`src/ccd_pkg.sv`:
```
`timescale 1ns / 1ps
// ----------------------------------------------------------------------------
// ccd_pkg: shared types and constants of the clock and countdown timer
// Time-of-day and countdown values, function codes, register indexes and
// the limits of each time field.
// ----------------------------------------------------------------------------
package ccd_pkg;

   // Function codes of an input item (code 3 is unused and changes nothing)
   typedef enum logic [1:0] {
      FUNC_TICK  = 2'd0,
      FUNC_START = 2'd1,
      FUNC_STOP  = 2'd2
   } func_type;

   // Configuration register indexes
   localparam logic [2:0] CSR_SYNC_INTERVAL = 3'd0;
   localparam logic [2:0] CSR_USE_24_HOUR   = 3'd1;
   localparam logic [2:0] CSR_TIMER_HOURS   = 3'd2;
   localparam logic [2:0] CSR_TIMER_MINUTES = 3'd3;
   localparam logic [2:0] CSR_TIMER_SECONDS = 3'd4;
   localparam logic [2:0] CSR_WINDOW_START  = 3'd5;
   localparam logic [2:0] CSR_WINDOW_END    = 3'd6;

   localparam int CSR_INDEX_W = 3;
   localparam int CSR_DATA_W  = 17;

   // Reset values of the registers that are not zero
   localparam logic [15:0] SYNC_INTERVAL_RESET = 16'd3600;
   localparam logic        USE_24_HOUR_RESET   = 1'b1;

   // Field limits
   localparam logic [5:0] SEC_MAX         = 6'd59;
   localparam logic [5:0] MIN_MAX         = 6'd59;
   localparam logic [4:0] CLOCK_HOUR_MAX  = 5'd23;
   localparam logic [4:0] TIMER_HOUR_MAX  = 5'd24;
   localparam logic [4:0] PM_HOUR_FIRST   = 5'd13;
   localparam logic [4:0] HALF_DAY_HOURS  = 5'd12;

   // Seconds-of-day weights
   localparam logic [16:0] SECONDS_PER_HOUR   = 17'd3600;
   localparam logic [16:0] SECONDS_PER_MINUTE = 17'd60;

   // Hours, minutes, seconds
   typedef struct packed {
      logic [4:0] hours;
      logic [5:0] minutes;
      logic [5:0] seconds;
   } hms_type;

   // Countdown status for one item
   typedef struct packed {
      logic running;
      logic tick;
      logic done;
   } cd_status_type;

endpackage

```
`src/ccd_clock.sv`:
```
`timescale 1ns / 1ps
// ----------------------------------------------------------------------------
// ccd_clock: time-of-day clock with reference-time loading
// Holds hours, minutes, seconds and the sync counter. A tick item either
// loads the reference time (counter due and reference valid) or advances
// the clock by one second. Shows the time as it stands after the item.
// ----------------------------------------------------------------------------
module ccd_clock (
   input  logic             clock,
   input  logic             reset,
   input  logic             enable,
   input  logic             tick,
   input  logic             sync_ok,
   input  ccd_pkg::hms_type sync_time,
   input  logic [15:0]      sync_interval,
   output ccd_pkg::hms_type time_now,
   output logic             synced
);

   ccd_pkg::hms_type time_ff, time_in, time_adv;
   logic [15:0]      counter_ff, counter_in, counter_inc;
   logic             due;

   // One-second advance with wrap of every field
   always_comb begin
      time_adv = time_ff;
      time_adv.seconds = time_ff.seconds + 6'd1;
      if (time_adv.seconds > ccd_pkg::SEC_MAX) begin
         time_adv.seconds = 6'd0;
         time_adv.minutes = time_ff.minutes + 6'd1;
      end
      if (time_adv.minutes > ccd_pkg::MIN_MAX) begin
         time_adv.minutes = 6'd0;
         time_adv.hours   = time_ff.hours + 5'd1;
      end
      if (time_adv.hours > ccd_pkg::CLOCK_HOUR_MAX) begin
         time_adv.hours = 5'd0;
      end
   end

   // Sync counter saturates at all ones
   assign due         = counter_ff >= sync_interval;
   assign counter_inc = (counter_ff != '1) ? counter_ff + 16'd1 : counter_ff;

   // Next state for a tick item
   always_comb begin
      time_in    = time_ff;
      counter_in = counter_ff;
      synced     = 1'b0;
      if (tick) begin
         if (due && sync_ok) begin
            time_in    = sync_time;
            counter_in = '0;
            synced     = 1'b1;
         end else begin
            time_in    = time_adv;
            counter_in = counter_inc;
         end
      end
   end

   assign time_now = time_in;

   // State registers
   always_ff @(posedge clock) begin
      if (reset) begin
         time_ff    <= '0;
         counter_ff <= '0;
      end else if (enable) begin
         time_ff    <= time_in;
         counter_ff <= counter_in;
      end
   end

endmodule

```
`src/ccd_countdown.sv`:
```
`timescale 1ns / 1ps
// ----------------------------------------------------------------------------
// ccd_countdown: countdown timer with start, stop and auto reload
// Decrements the remaining time on each tick while running; at zero it
// flags done, reloads the duration and stops. A duration write reloads.
// ----------------------------------------------------------------------------
module ccd_countdown (
   input  logic                   clock,
   input  logic                   reset,
   input  logic                   enable,
   input  ccd_pkg::func_type      func,
   input  ccd_pkg::hms_type       duration,
   input  logic                   load,
   output ccd_pkg::hms_type       remain_now,
   output ccd_pkg::cd_status_type status
);

   ccd_pkg::hms_type remain_ff, remain_in, remain_dec;
   logic             running_ff, running_in;

   // One-second decrement with borrow and clamping
   always_comb begin
      remain_dec = remain_ff;
      remain_dec.seconds = remain_ff.seconds - 6'd1;
      if (remain_dec.seconds > ccd_pkg::SEC_MAX) begin
         remain_dec.seconds = ccd_pkg::SEC_MAX;
         remain_dec.minutes = remain_ff.minutes - 6'd1;
      end
      if (remain_dec.minutes > ccd_pkg::MIN_MAX) begin
         remain_dec.minutes = ccd_pkg::MIN_MAX;
         remain_dec.hours   = remain_ff.hours - 5'd1;
      end
      if (remain_dec.hours > ccd_pkg::TIMER_HOUR_MAX) begin
         remain_dec.hours = ccd_pkg::TIMER_HOUR_MAX;
      end
   end

   // Next state per function code
   always_comb begin
      remain_in   = remain_ff;
      running_in  = running_ff;
      status.tick = 1'b0;
      status.done = 1'b0;
      if (load) begin
         remain_in = duration;
      end else begin
         case (func)
            ccd_pkg::FUNC_TICK: begin
               if (running_ff) begin
                  remain_in   = remain_dec;
                  status.tick = 1'b1;
                  if (remain_dec == '0) begin
                     status.done = 1'b1;
                     remain_in   = duration;
                     running_in  = 1'b0;
                  end
               end
            end
            ccd_pkg::FUNC_START: running_in = 1'b1;
            ccd_pkg::FUNC_STOP:  running_in = 1'b0;
            default: ;
         endcase
      end
      status.running = running_in;
   end

   assign remain_now = remain_in;

   // State registers
   always_ff @(posedge clock) begin
      if (reset) begin
         remain_ff  <= '0;
         running_ff <= 1'b0;
      end else if (enable || load) begin
         remain_ff  <= remain_in;
         running_ff <= running_in;
      end
   end

endmodule

```
`src/clock_countdown_timer.sv`:
```
`timescale 1ns / 1ps
// ----------------------------------------------------------------------------
// clock_countdown_timer: time-of-day clock with countdown timer
// Top level: configuration registers, input register, clock and countdown
// units, display selection, window check and result register.
// ----------------------------------------------------------------------------
// Usage:
//   req_* carries one item: a one-second tick, countdown start or stop,
//   plus the reference time sampled on a tick. Every item gives exactly one
//   result on rsp_*: the shown time, countdown flags, sync flag and the
//   active-window flag.
//   An accepted item sits in the input register while the clock and
//   countdown update, and moves into the result register, which drives
//   rsp_valid, once the result slot is free. Throughput is one item per
//   cycle, limited only by the result register draining.
//   When rsp_ready is low, the result holds, the input register holds one
//   more item, and req_ready falls until the result is taken.
//   csr_* writes a register by index (always ready); write only while idle.
//   A write to a duration register reloads the remaining countdown.
//   Reset (synchronous) clears clock, sync counter, countdown and both
//   register stages; sync interval returns to 3600, 24-hour display is on.
// ----------------------------------------------------------------------------
module clock_countdown_timer (
   input  logic        clock,
   input  logic        reset,
   input  logic        req_valid,
   output logic        req_ready,
   input  logic [1:0]  req_func,
   input  logic        req_sync_ok,
   input  logic [4:0]  req_sync_hours,
   input  logic [5:0]  req_sync_minutes,
   input  logic [5:0]  req_sync_seconds,
   output logic        rsp_valid,
   input  logic        rsp_ready,
   output logic [4:0]  rsp_shown_hours,
   output logic [5:0]  rsp_shown_minutes,
   output logic [5:0]  rsp_shown_seconds,
   output logic        rsp_countdown_running,
   output logic        rsp_countdown_tick,
   output logic        rsp_countdown_done,
   output logic        rsp_synced,
   output logic        rsp_in_window,
   input  logic        csr_valid,
   output logic        csr_ready,
   input  logic [ccd_pkg::CSR_INDEX_W-1:0] csr_index,
   input  logic [ccd_pkg::CSR_DATA_W-1:0]  csr_data
);

   // Configuration registers
   logic [15:0]      interval_ff, interval_in;
   logic             fmt24_ff, fmt24_in;
   ccd_pkg::hms_type dur_ff, dur_in;
   logic [16:0]      wstart_ff, wstart_in, wend_ff, wend_in;
   logic             csr_wr, dur_load;

   // Input stage
   logic             s1_valid_ff, s1_valid_in;
   logic [1:0]       s1_func_ff;
   logic             s1_ok_ff;
   ccd_pkg::hms_type s1_sync_ff;
   logic             req_take, adv;

   // Unit results
   ccd_pkg::hms_type       clk_time, remain_now, shown;
   ccd_pkg::cd_status_type cd_status;
   logic                   synced;
   logic [16:0]            now_sec;
   logic                   in_window;

   // Result register
   logic                   rsp_valid_ff, rsp_valid_in;
   ccd_pkg::hms_type       rsp_shown_ff;
   ccd_pkg::cd_status_type rsp_status_ff;
   logic                   rsp_synced_ff, rsp_window_ff;

   // Configuration write decode
   assign csr_ready = 1'b1;
   assign csr_wr    = csr_valid && csr_ready;

   always_comb begin
      interval_in = interval_ff;
      fmt24_in    = fmt24_ff;
      dur_in      = dur_ff;
      wstart_in   = wstart_ff;
      wend_in     = wend_ff;
      dur_load    = 1'b0;
      if (csr_wr) begin
         case (csr_index)
            ccd_pkg::CSR_SYNC_INTERVAL: interval_in = csr_data[15:0];
            ccd_pkg::CSR_USE_24_HOUR:   fmt24_in    = csr_data[0];
            ccd_pkg::CSR_TIMER_HOURS: begin
               dur_in.hours = csr_data[4:0];
               dur_load     = 1'b1;
            end
            ccd_pkg::CSR_TIMER_MINUTES: begin
               dur_in.minutes = csr_data[5:0];
               dur_load       = 1'b1;
            end
            ccd_pkg::CSR_TIMER_SECONDS: begin
               dur_in.seconds = csr_data[5:0];
               dur_load       = 1'b1;
            end
            ccd_pkg::CSR_WINDOW_START:  wstart_in = csr_data;
            ccd_pkg::CSR_WINDOW_END:    wend_in   = csr_data;
            default: ;
         endcase
      end
   end

   always_ff @(posedge clock) begin
      if (reset) begin
         interval_ff <= ccd_pkg::SYNC_INTERVAL_RESET;
         fmt24_ff    <= ccd_pkg::USE_24_HOUR_RESET;
         dur_ff      <= '0;
         wstart_ff   <= '0;
         wend_ff     <= '0;
      end else begin
         interval_ff <= interval_in;
         fmt24_ff    <= fmt24_in;
         dur_ff      <= dur_in;
         wstart_ff   <= wstart_in;
         wend_ff     <= wend_in;
      end
   end

   // Handshake: the input register moves on when the result slot is free
   assign adv       = s1_valid_ff && (!rsp_valid_ff || rsp_ready);
   assign req_ready = !s1_valid_ff || adv;
   assign req_take  = req_valid && req_ready;

   always_comb begin
      s1_valid_in = s1_valid_ff;
      if (req_take) begin
         s1_valid_in = 1'b1;
      end else if (adv) begin
         s1_valid_in = 1'b0;
      end
   end

   always_ff @(posedge clock) begin
      if (reset) begin
         s1_valid_ff <= 1'b0;
      end else begin
         s1_valid_ff <= s1_valid_in;
      end
   end

   always_ff @(posedge clock) begin
      if (req_take) begin
         s1_func_ff         <= req_func;
         s1_ok_ff           <= req_sync_ok;
         s1_sync_ff.hours   <= req_sync_hours;
         s1_sync_ff.minutes <= req_sync_minutes;
         s1_sync_ff.seconds <= req_sync_seconds;
      end
   end

   // Clock unit
   ccd_clock u_clock (
      .clock         (clock),
      .reset         (reset),
      .enable        (adv),
      .tick          (s1_func_ff == ccd_pkg::FUNC_TICK),
      .sync_ok       (s1_ok_ff),
      .sync_time     (s1_sync_ff),
      .sync_interval (interval_ff),
      .time_now      (clk_time),
      .synced        (synced)
   );

   // Countdown unit
   ccd_countdown u_countdown (
      .clock      (clock),
      .reset      (reset),
      .enable     (adv),
      .func       (ccd_pkg::func_type'(s1_func_ff)),
      .duration   (dur_in),
      .load       (dur_load),
      .remain_now (remain_now),
      .status     (cd_status)
   );

   // Shown time: countdown while running, else the clock in chosen format
   always_comb begin
      if (cd_status.running) begin
         shown = remain_now;
      end else begin
         shown = clk_time;
         if (!fmt24_ff && clk_time.hours >= ccd_pkg::PM_HOUR_FIRST) begin
            shown.hours = clk_time.hours - ccd_pkg::HALF_DAY_HOURS;
         end
      end
   end

   // Window check on seconds of day, wrapping past midnight
   assign now_sec = 17'(17'(clk_time.hours) * ccd_pkg::SECONDS_PER_HOUR)
                  + 17'(17'(clk_time.minutes) * ccd_pkg::SECONDS_PER_MINUTE)
                  + 17'(clk_time.seconds);

   always_comb begin
      if (wstart_ff > wend_ff) begin
         in_window = (now_sec >= wstart_ff) || (now_sec <= wend_ff);
      end else begin
         in_window = (now_sec >= wstart_ff) && (now_sec <= wend_ff);
      end
   end

   // Result register
   always_comb begin
      rsp_valid_in = rsp_valid_ff;
      if (adv) begin
         rsp_valid_in = 1'b1;
      end else if (rsp_ready) begin
         rsp_valid_in = 1'b0;
      end
   end

   always_ff @(posedge clock) begin
      if (reset) begin
         rsp_valid_ff <= 1'b0;
      end else begin
         rsp_valid_ff <= rsp_valid_in;
      end
   end

   always_ff @(posedge clock) begin
      if (adv) begin
         rsp_shown_ff  <= shown;
         rsp_status_ff <= cd_status;
         rsp_synced_ff <= synced;
         rsp_window_ff <= in_window;
      end
   end

   assign rsp_valid             = rsp_valid_ff;
   assign rsp_shown_hours       = rsp_shown_ff.hours;
   assign rsp_shown_minutes     = rsp_shown_ff.minutes;
   assign rsp_shown_seconds     = rsp_shown_ff.seconds;
   assign rsp_countdown_running = rsp_status_ff.running;
   assign rsp_countdown_tick    = rsp_status_ff.tick;
   assign rsp_countdown_done    = rsp_status_ff.done;
   assign rsp_synced            = rsp_synced_ff;
   assign rsp_in_window         = rsp_window_ff;

endmodule

```
`config.mk`:
```
export PLATFORM = sky130hd
export DESIGN_NAME = clock_countdown_timer
export DESIGN_NICKNAME = d
export VERILOG_FILES = /design/src/ccd_pkg.sv /design/src/ccd_clock.sv /design/src/ccd_countdown.sv /design/src/clock_countdown_timer.sv
export SDC_FILE = /design/constraint.sdc
export NUM_CORES = 1
export LEC_CHECK = 0
export BUFFER_PORTS_ARGS = -buffer_cell sky130_fd_sc_hd__clkbuf_2
export CAP_MARGIN = 30
export CORE_MARGIN = 2
export CORE_UTILIZATION = 25
export DETAILED_ROUTE_END_ITERATION = 8
export PLACE_DENSITY_LB_ADDON = 0.15
export SETUP_SLACK_MARGIN = 0.1
export SLEW_MARGIN = 40
export SYNTH_ARGS = -nofsm -noshare
export SYNTH_HDL_FRONTEND = slang
export SYNTH_SLANG_ARGS = --single-unit
```
`constraint.sdc`:
```
create_clock -name clock -period 25 [get_ports clock]
set_clock_uncertainty 0.05 [all_clocks]
set_input_delay 2.5 -clock clock [delete_from_list [all_inputs] [get_ports clock]]
set_output_delay 2.5 -clock clock [all_outputs]
set_load 0.02 [all_outputs]
```
Word level (Yosys, flattened, before mapping):

Index checks and enable logic that the tools add are counted.

* register bits: 163
* input bits: 45
* output and inout port bits: 25
* logic and storage cells: 124

* add/sub/neg operators: 10
* multiply operators: 2
* magnitude comparators: 11
* equality and inequality tests: 9
* mux-type cells: 34
* bitwise gates (word level): 2
* reductions and logical operators: 26

Operator list (number)
* $mux 17: 8
* $mux 16: 2
* $gt 6x6->1 const B: 4
* $mux 12: 2
* $mux 11: 2
* $mux 5: 4
* $add 17x12->17: 1
* $add 17x6->17: 1
* $ge 17x17->1: 1
* $gt 17x17->1: 1
* $le 17x17->1: 1
* $logic_not 17->1: 1
* $add 16x1->16 const B: 1
* $ge 16x16->1: 1
* $ne 16x16->1 const B: 1
* $mul 5x8->13 const B: 1
* $add 6x1->6 const B: 2
* $mux 1: 12
* $mux 6: 2
* $sub 6x1->6 const B: 2
* $gt 5x5->1 const B: 2
* $mul 6x4->10 const B: 1
* $eq 3x3->1 const B: 3
* $reduce_and 2->1: 4
* other kinds (20): 34

Longest topological paths before layout:

* depth in word-level cells: 15
* gate-level depth with buffers: 41
* gate-level depth less buffers: 39

Hierarchy:

A second synthesis with hierarchy kept.

* cells, all modules: 1393
* area total of the unflattened synthesis: 11761.3 sq um

By module, submodules not included
* clock_countdown_timer: times used 1, cells an instance 731, area an instance 6874.1 sq um, sequential area each 2662.6 sq um
* ccd_clock: times used 1, cells an instance 376, area an instance 2827.7 sq um, sequential area each 660.6 sq um
* ccd_countdown: times used 1, cells an instance 286, area an instance 2059.5 sq um, sequential area each 360.3 sq um

Worst setup path before layout:

No wires, ideal clock.

* path kind: register -> register
* start: reg u_clock.time_ff[1] in the netlist's numbering
* end: reg rsp_window_ff (netlist: rsp_in_window) (data pin)
* setup time: 146 ps
* arrival: 7609 ps
* data required time: 24804 ps
* path slack: 17196 ps
* cell stages (with the launch flop): 36
* buffers on the path: 3
* period minus slack after synthesis: 7804 ps
* path through: dfxtp_1 -> and4_1 -> and2_1 -> clkbuf_1 -> o211ai_1 -> or3_1 -> clkbuf_1 -> and3_1 -> clkbuf_1 -> o31ai_1 -> a22o_1 -> xor2_1 -> ha_1 -> fa_1 -> inv_1 -> fa_1 -> inv_1 -> fa_1 -> ha_1 -> a21oi_1 -> o21ai_0 -> a21oi_1 -> o21ai_0 -> a21oi_1 -> o21ai_0 -> a21oi_1 -> nor3_1 -> a311o_1 -> ha_1 -> a21o_1 -> a21o_1 -> a21oi_1 -> o21ai_0 -> o31ai_1 -> a31oi_1 -> a21oi_1

* longest elaborated chain between the ends: 15
* elaborated cells between the ends (all ways): 18
* classes of those cells: 3 x add/sub; 2 x mul; 5 x order compare; 6 x mux; 2 x reduce/logical

Ends and longest elaborated chain
* start: declaration: RTL line ccd_clock.sv:20 `ccd_pkg::hms_type time_ff, time_in, time_adv;`
* start signal: assignment: RTL line ccd_clock.sv:70 `time_ff <= time_in;`
* $add 6x1->6: RTL line ccd_clock.sv:27 `time_adv.seconds = time_ff.seconds + 6'd1;`
* $gt 6x6->1: RTL line ccd_clock.sv:28 `if (time_adv.seconds > ccd_pkg::SEC_MAX) begin`
* $mux 12: RTL line ccd_clock.sv:28
* $gt 6x6->1: RTL line ccd_clock.sv:32 `if (time_adv.minutes > ccd_pkg::MIN_MAX) begin`
* $mux 11: RTL line ccd_clock.sv:32
* $gt 5x5->1: RTL line ccd_clock.sv:36 `if (time_adv.hours > ccd_pkg::CLOCK_HOUR_MAX) begin`
* $mux 5: RTL line ccd_clock.sv:36
* $mux 17: RTL line ccd_clock.sv:51 `if (due && sync_ok) begin`
* $mux 17 (*): RTL line ccd_clock.sv:50 `if (tick) begin`
* $mul 5x8->13: RTL line clock_countdown_timer.sv:196 `assign now_sec = 17'(17'(clk_time.hours) * ccd_pkg::SECONDS_PER_HOUR)`
* $add 17x12->17: RTL line clock_countdown_timer.sv:197 `+ 17'(17'(clk_time.minutes) * ccd_pkg::SECONDS_PER_MINUTE)`
* $add 17x6->17 (*): RTL line clock_countdown_timer.sv:198 `+ 17'(clk_time.seconds);`
* $ge 17x17->1 or $le 17x17->1 (tied branches): RTL line clock_countdown_timer.sv:202, clock_countdown_timer.sv:204
* $logic_and 1x1->1 or $logic_or 1x1->1 (tied branches): RTL line clock_countdown_timer.sv:204, clock_countdown_timer.sv:202
* $mux 1 (*): RTL line clock_countdown_timer.sv:201 `if (wstart_ff > wend_ff) begin`
* named net in_window: RTL line clock_countdown_timer.sv:68 `logic in_window;`
* end signal: assignment: RTL line clock_countdown_timer.sv:231 `rsp_window_ff <= in_window;`
* end: declaration: RTL line clock_countdown_timer.sv:74 `logic rsp_synced_ff, rsp_window_ff;`

The timed path passes the listed nets; every way through them passes the cells marked *.
A chain may end at the register's enable or synchronous reset.

Final worst setup path:

* start: reg u_clock.time_ff[3] in the netlist's numbering
* end: reg rsp_window_ff (netlist: rsp_in_window) (data pin)

Same word-level chain as after synthesis.

==> reports/metrics.csv <==
stage,metric,value,unit
run_status,outcome,"finished, final reports clean",
logic_synthesis,synth-edff-count,42,
timing,grt_setup_unrepaired,no,
finish,drive_gt1_share,9.67,%
drt,drt_first_pass_iters,5,
clock_network,cts_clk_pin_slew_worst_paths,0.07,ns
global_route,grt_util_all_layers,15.1,%
finish,layout.core_utilization,29.0,%
timing,max-slew-margin-rel,44.6,%
drt,avgRoutedWirePerCell,16.9,µm
logic_synthesis,post_synth_instance_area,11000,µm²
drt,detail_route.iter0.violations,409,
clock_network,tritoncts_clock_tree,built,
setup_path,cp_slowest_stage_delay,0.51,ns
logic_synthesis,yosys.cell_types.count,75,
timing,timing_worst_slew_pin_value,0.831,ns
global_route,global_route_wire_length_before_repair,52.0,mm
logic_synthesis,synth-seq-area-share,33.5,%
logic_synthesis,synthFlopType,sky130_fd_sc_hd__dfxtp_1,
clock_network,holdBufCountCts,0,
clock_network,cts_resized,0,
logic_synthesis,cell_count_after_synthesis,1327,
setup_path,timing.critical_path.mode_cell,sky130_fd_sc_hd__a21oi_1,
drt,post_dr_vias_cell,4.70,
setup_path,worst_setup_sp_type,register,
clock_network,htree_levels,4,
timing,timing.final.setup_violations,0,
global_route,grt_max_degree,73,
clock_network,post_cts.repair.setup_buffers,0,
logic_synthesis,total_of_warnings_raised_by_yosys,0,
min_path,worstHoldStart,wend_ff[4],
timing,final.setup.tns,0,ns
power,vdd.ir_drop.worst,0.0435,mV
setup_path,cp_data_arrival_time,8.84,ns
die,floorplan.die.height,214,µm
setup_path,cpMaxStageDelayCell,sky130_fd_sc_hd__fa_1,
timing,final.min_clock_period,8.57,ns
placement,pre_cts_setup_slack,16.45,ns
finish,final_common_cell,sky130_fd_sc_hd__nand2_1,
clock_network,worst_skew_pair.late_latency,0.47,ns
timing,report.final.hold_viol_count,0,
timing,period_share,34.3,%
min_path,hp-class,register to register,
die,dieArea,45700,µm²
finish,antenna_cells_inserted,0,
drt,drtAntennaViolNets,0,
placement,placed_cell_area,11900,µm²
run,cap_viol_max_count,0,
setup_path,path_max_fanout,8,
setup_path,cp.required,25.27,ns
timing,drv_slew,0,
setup_path,reg2reg_from,u_clock.time_ff[3],
setup_path,crit_path_start,u_clock.time_ff[3],
finish,nFillCells,4708,
timing,fin_worst_hold_slack,0.404,ns
die,boundaryPins,70,
global_route,via_count_of_the_first_global_routing_pass,9053,
logic_synthesis,synthesis_stage_register_bit_count,163,
die,floorplan.initialDensity,25.4,%
finish,areaGrowthSynthToFinish,14.1,%
global_route,globalRouteOverflowTotal,0,
timing,worst_slack,16.43,ns
die,die_w,214,µm
logic_synthesis,syn-num-nets,1513,
finish,stdcell_area,12500,µm²
placement,total_of_buffers_placed_on_input_and_output_ports,68,
placement,globalplace.congestion,0.821,
finish,mostFrequentLayoutCells,"178 x sky130_fd_sc_hd__nand2_1, 135 x sky130_fd_sc_hd__nor2_1, 129 x sky130_fd_sc_hd__ha_1",
drt,wirelength,33.2,mm
finish,fin_nets,1549,
setup_path,end_kind,register,
drt,routed-via-count,9222,
die,core_area,43300,µm²
clock_network,clock_buffer_count_from_cts,17,
logic_synthesis,syn_area_per_cell,8.29,µm²
power,cellLeakagePower,5.22,nW
logic_synthesis,asyncSetResetFlopFracSynth,0,%
die,rows,76,
global_route,initial_antenna_violation_count,0,
timing,max_freq,0.117,GHz
power,power_density,65.0,nW/µm²
clock_network,cts_root_buf,sky130_fd_sc_hd__clkbuf_16,
placement,post-dp-hpwl,24.9,mm
drt,post-route-drc-count,0,
clock_network,cts_sinks,163,
clock_network,cts.path.max_buffers,2,
setup_path,timing.setup.critical_path_class,register to register,
-- cell usage after synthesis, types with 4 or more instances --
| cell | number | share of area [%] |
|---|---|---|
| sky130_fd_sc_hd__o21ai_1 | 6 | 0.27 |
| sky130_fd_sc_hd__or2_2 | 4 | 0.23 |
| sky130_fd_sc_hd__mux2i_1 | 24 | 2.2 |
| sky130_fd_sc_hd__or3_1 | 7 | 0.40 |
| sky130_fd_sc_hd__nor2_1 | 136 | 4.6 |
| sky130_fd_sc_hd__a21o_1 | 30 | 2.0 |
| sky130_fd_sc_hd__dfxtp_1 | 121 | 22 |
| sky130_fd_sc_hd__a31oi_1 | 9 | 0.51 |
| sky130_fd_sc_hd__xnor2_1 | 23 | 1.8 |
| sky130_fd_sc_hd__inv_1 | 110 | 3.8 |
| sky130_fd_sc_hd__nand3_1 | 25 | 1.1 |
| sky130_fd_sc_hd__edfxtp_1 | 42 | 11 |
| sky130_fd_sc_hd__nor3_1 | 26 | 1.2 |
| sky130_fd_sc_hd__o21ai_0 | 32 | 1.5 |
| sky130_fd_sc_hd__and3_1 | 13 | 0.74 |
| sky130_fd_sc_hd__nand2_1 | 178 | 6.1 |
| sky130_fd_sc_hd__a21boi_0 | 5 | 0.34 |
| sky130_fd_sc_hd__ha_1 | 129 | 15 |
| sky130_fd_sc_hd__nor2b_1 | 9 | 0.51 |
| sky130_fd_sc_hd__or4_1 | 5 | 0.34 |
| sky130_fd_sc_hd__o31ai_1 | 10 | 0.68 |
| sky130_fd_sc_hd__nor4_1 | 4 | 0.23 |
| sky130_fd_sc_hd__o211ai_1 | 4 | 0.27 |
| sky130_fd_sc_hd__o21a_1 | 10 | 0.68 |
| sky130_fd_sc_hd__and2_1 | 9 | 0.51 |
| sky130_fd_sc_hd__a21oi_1 | 115 | 5.2 |
| sky130_fd_sc_hd__o21bai_1 | 6 | 0.41 |
| sky130_fd_sc_hd__a22oi_1 | 7 | 0.48 |
| sky130_fd_sc_hd__nand4_1 | 19 | 1.1 |
| sky130_fd_sc_hd__a211oi_1 | 26 | 1.8 |
| sky130_fd_sc_hd__clkbuf_1 | 54 | 1.8 |
| sky130_fd_sc_hd__nand2b_1 | 10 | 0.57 |
| sky130_fd_sc_hd__fa_1 | 12 | 2.2 |
| sky130_fd_sc_hd__a211o_1 | 6 | 0.48 |
| sky130_fd_sc_hd__and4_1 | 4 | 0.32 |
| sky130_fd_sc_hd__buf_2 | 4 | 0.18 |
| sky130_fd_sc_hd__buf_1 | 4 | 0.14 |
| sky130_fd_sc_hd__xor2_1 | 21 | 1.7 |
| sky130_fd_sc_hd__o22ai_1 | 5 | 0.28 |
-- routing by layer --
layer  global-route usage (%)  wire, µm  share of wire, %
met3                     2.49      1190               3.6
met4                     5.10       571               1.7
met2                     24.4     15000                45
met1                     20.4     16400                49
met5                        0         0                 0
-- layout make-up --
type | instances | area [µm²] | area share, %
Clock buffer | 17 | 425 | 3.39
Tap cell | 585 | 732 | 5.84
Timing Repair Buffer | 81 | 440 | 3.51
Sequential cell | 163 | 3680 | 29.4
Inverter | 111 | 417 | 3.32
Multi-Input combinational cell | 989 | 6670 | 53.1
Clock inverter | 15 | 180 | 1.44
-- report_power, final --
group	leakage (nW)	internal, mW	total [mW]	switching [mW]
Clock	0.299	0.158	0.281	0.123
Sequential	1.39	0.284	0.295	0.0108
Combinational	3.54	0.0965	0.239	0.143
Total	5.22	0.539	0.815	0.277
-- worst paths after layout --
kind | cells after the start | slack, ns | to
hold / removal | 2 | 0.40 | wend_ff[4]
hold reg to reg | 2 | 0.40 | wend_ff[4]
setup / recovery | 32 | 16.43 | rsp_in_window
setup reg to reg | 32 | 16.43 | rsp_in_window
-- cells by family (layout without fill, tap and decap cells) --
family | count (synthesis) | after routing | share of synthesized area [%]
fa+ha+maj | 141 | 141 | 16.9
buf+inv | 175 | 224 | 6.12
compound gates | 315 | 315 | 18.6
xor+xnor | 44 | 44 | 3.50
flops | 163 | 163 | 33.5
mux | 25 | 25 | 2.29
other cells | 1 | 1 | 0.0341
simple gates | 463 | 463 | 19.1
-- worst max-delay path: cells and delay by family, from the launching register on --
family          cells  cell delay (ns)
flops               1             0.46
compound gates     19             4.05
xor+xnor            1             0.24
buf+inv             2             0.11
simple gates        4             1.13
fa+ha+maj           6             2.37
-- state kept, by name, indices dropped and copies added (netlist names), 5 cells and up --
| signal | flops |
|---|---|
| dur_ff | 17 |
| interval_ff | 16 |
| rsp_shown_hours | 5 |
| rsp_shown_minutes | 6 |
| rsp_shown_seconds | 6 |
| s1_sync_ff | 17 |
| u_clock.counter_ff | 16 |
| u_clock.time_ff | 17 |
| u_countdown.remain_ff | 17 |
| wend_ff | 17 |
| wstart_ff | 17 |
-- through the flow --
stage	power, mW	std cells
2_1_floorplan	0.472	1327
3_3_place_gp	0.540	1929
3_5_place_dp	0.540	1929
4_1_cts	0.829	1961
5_1_grt	0.872	1961
6_report	0.815	1961
Power figures use the tool's default switching activity.
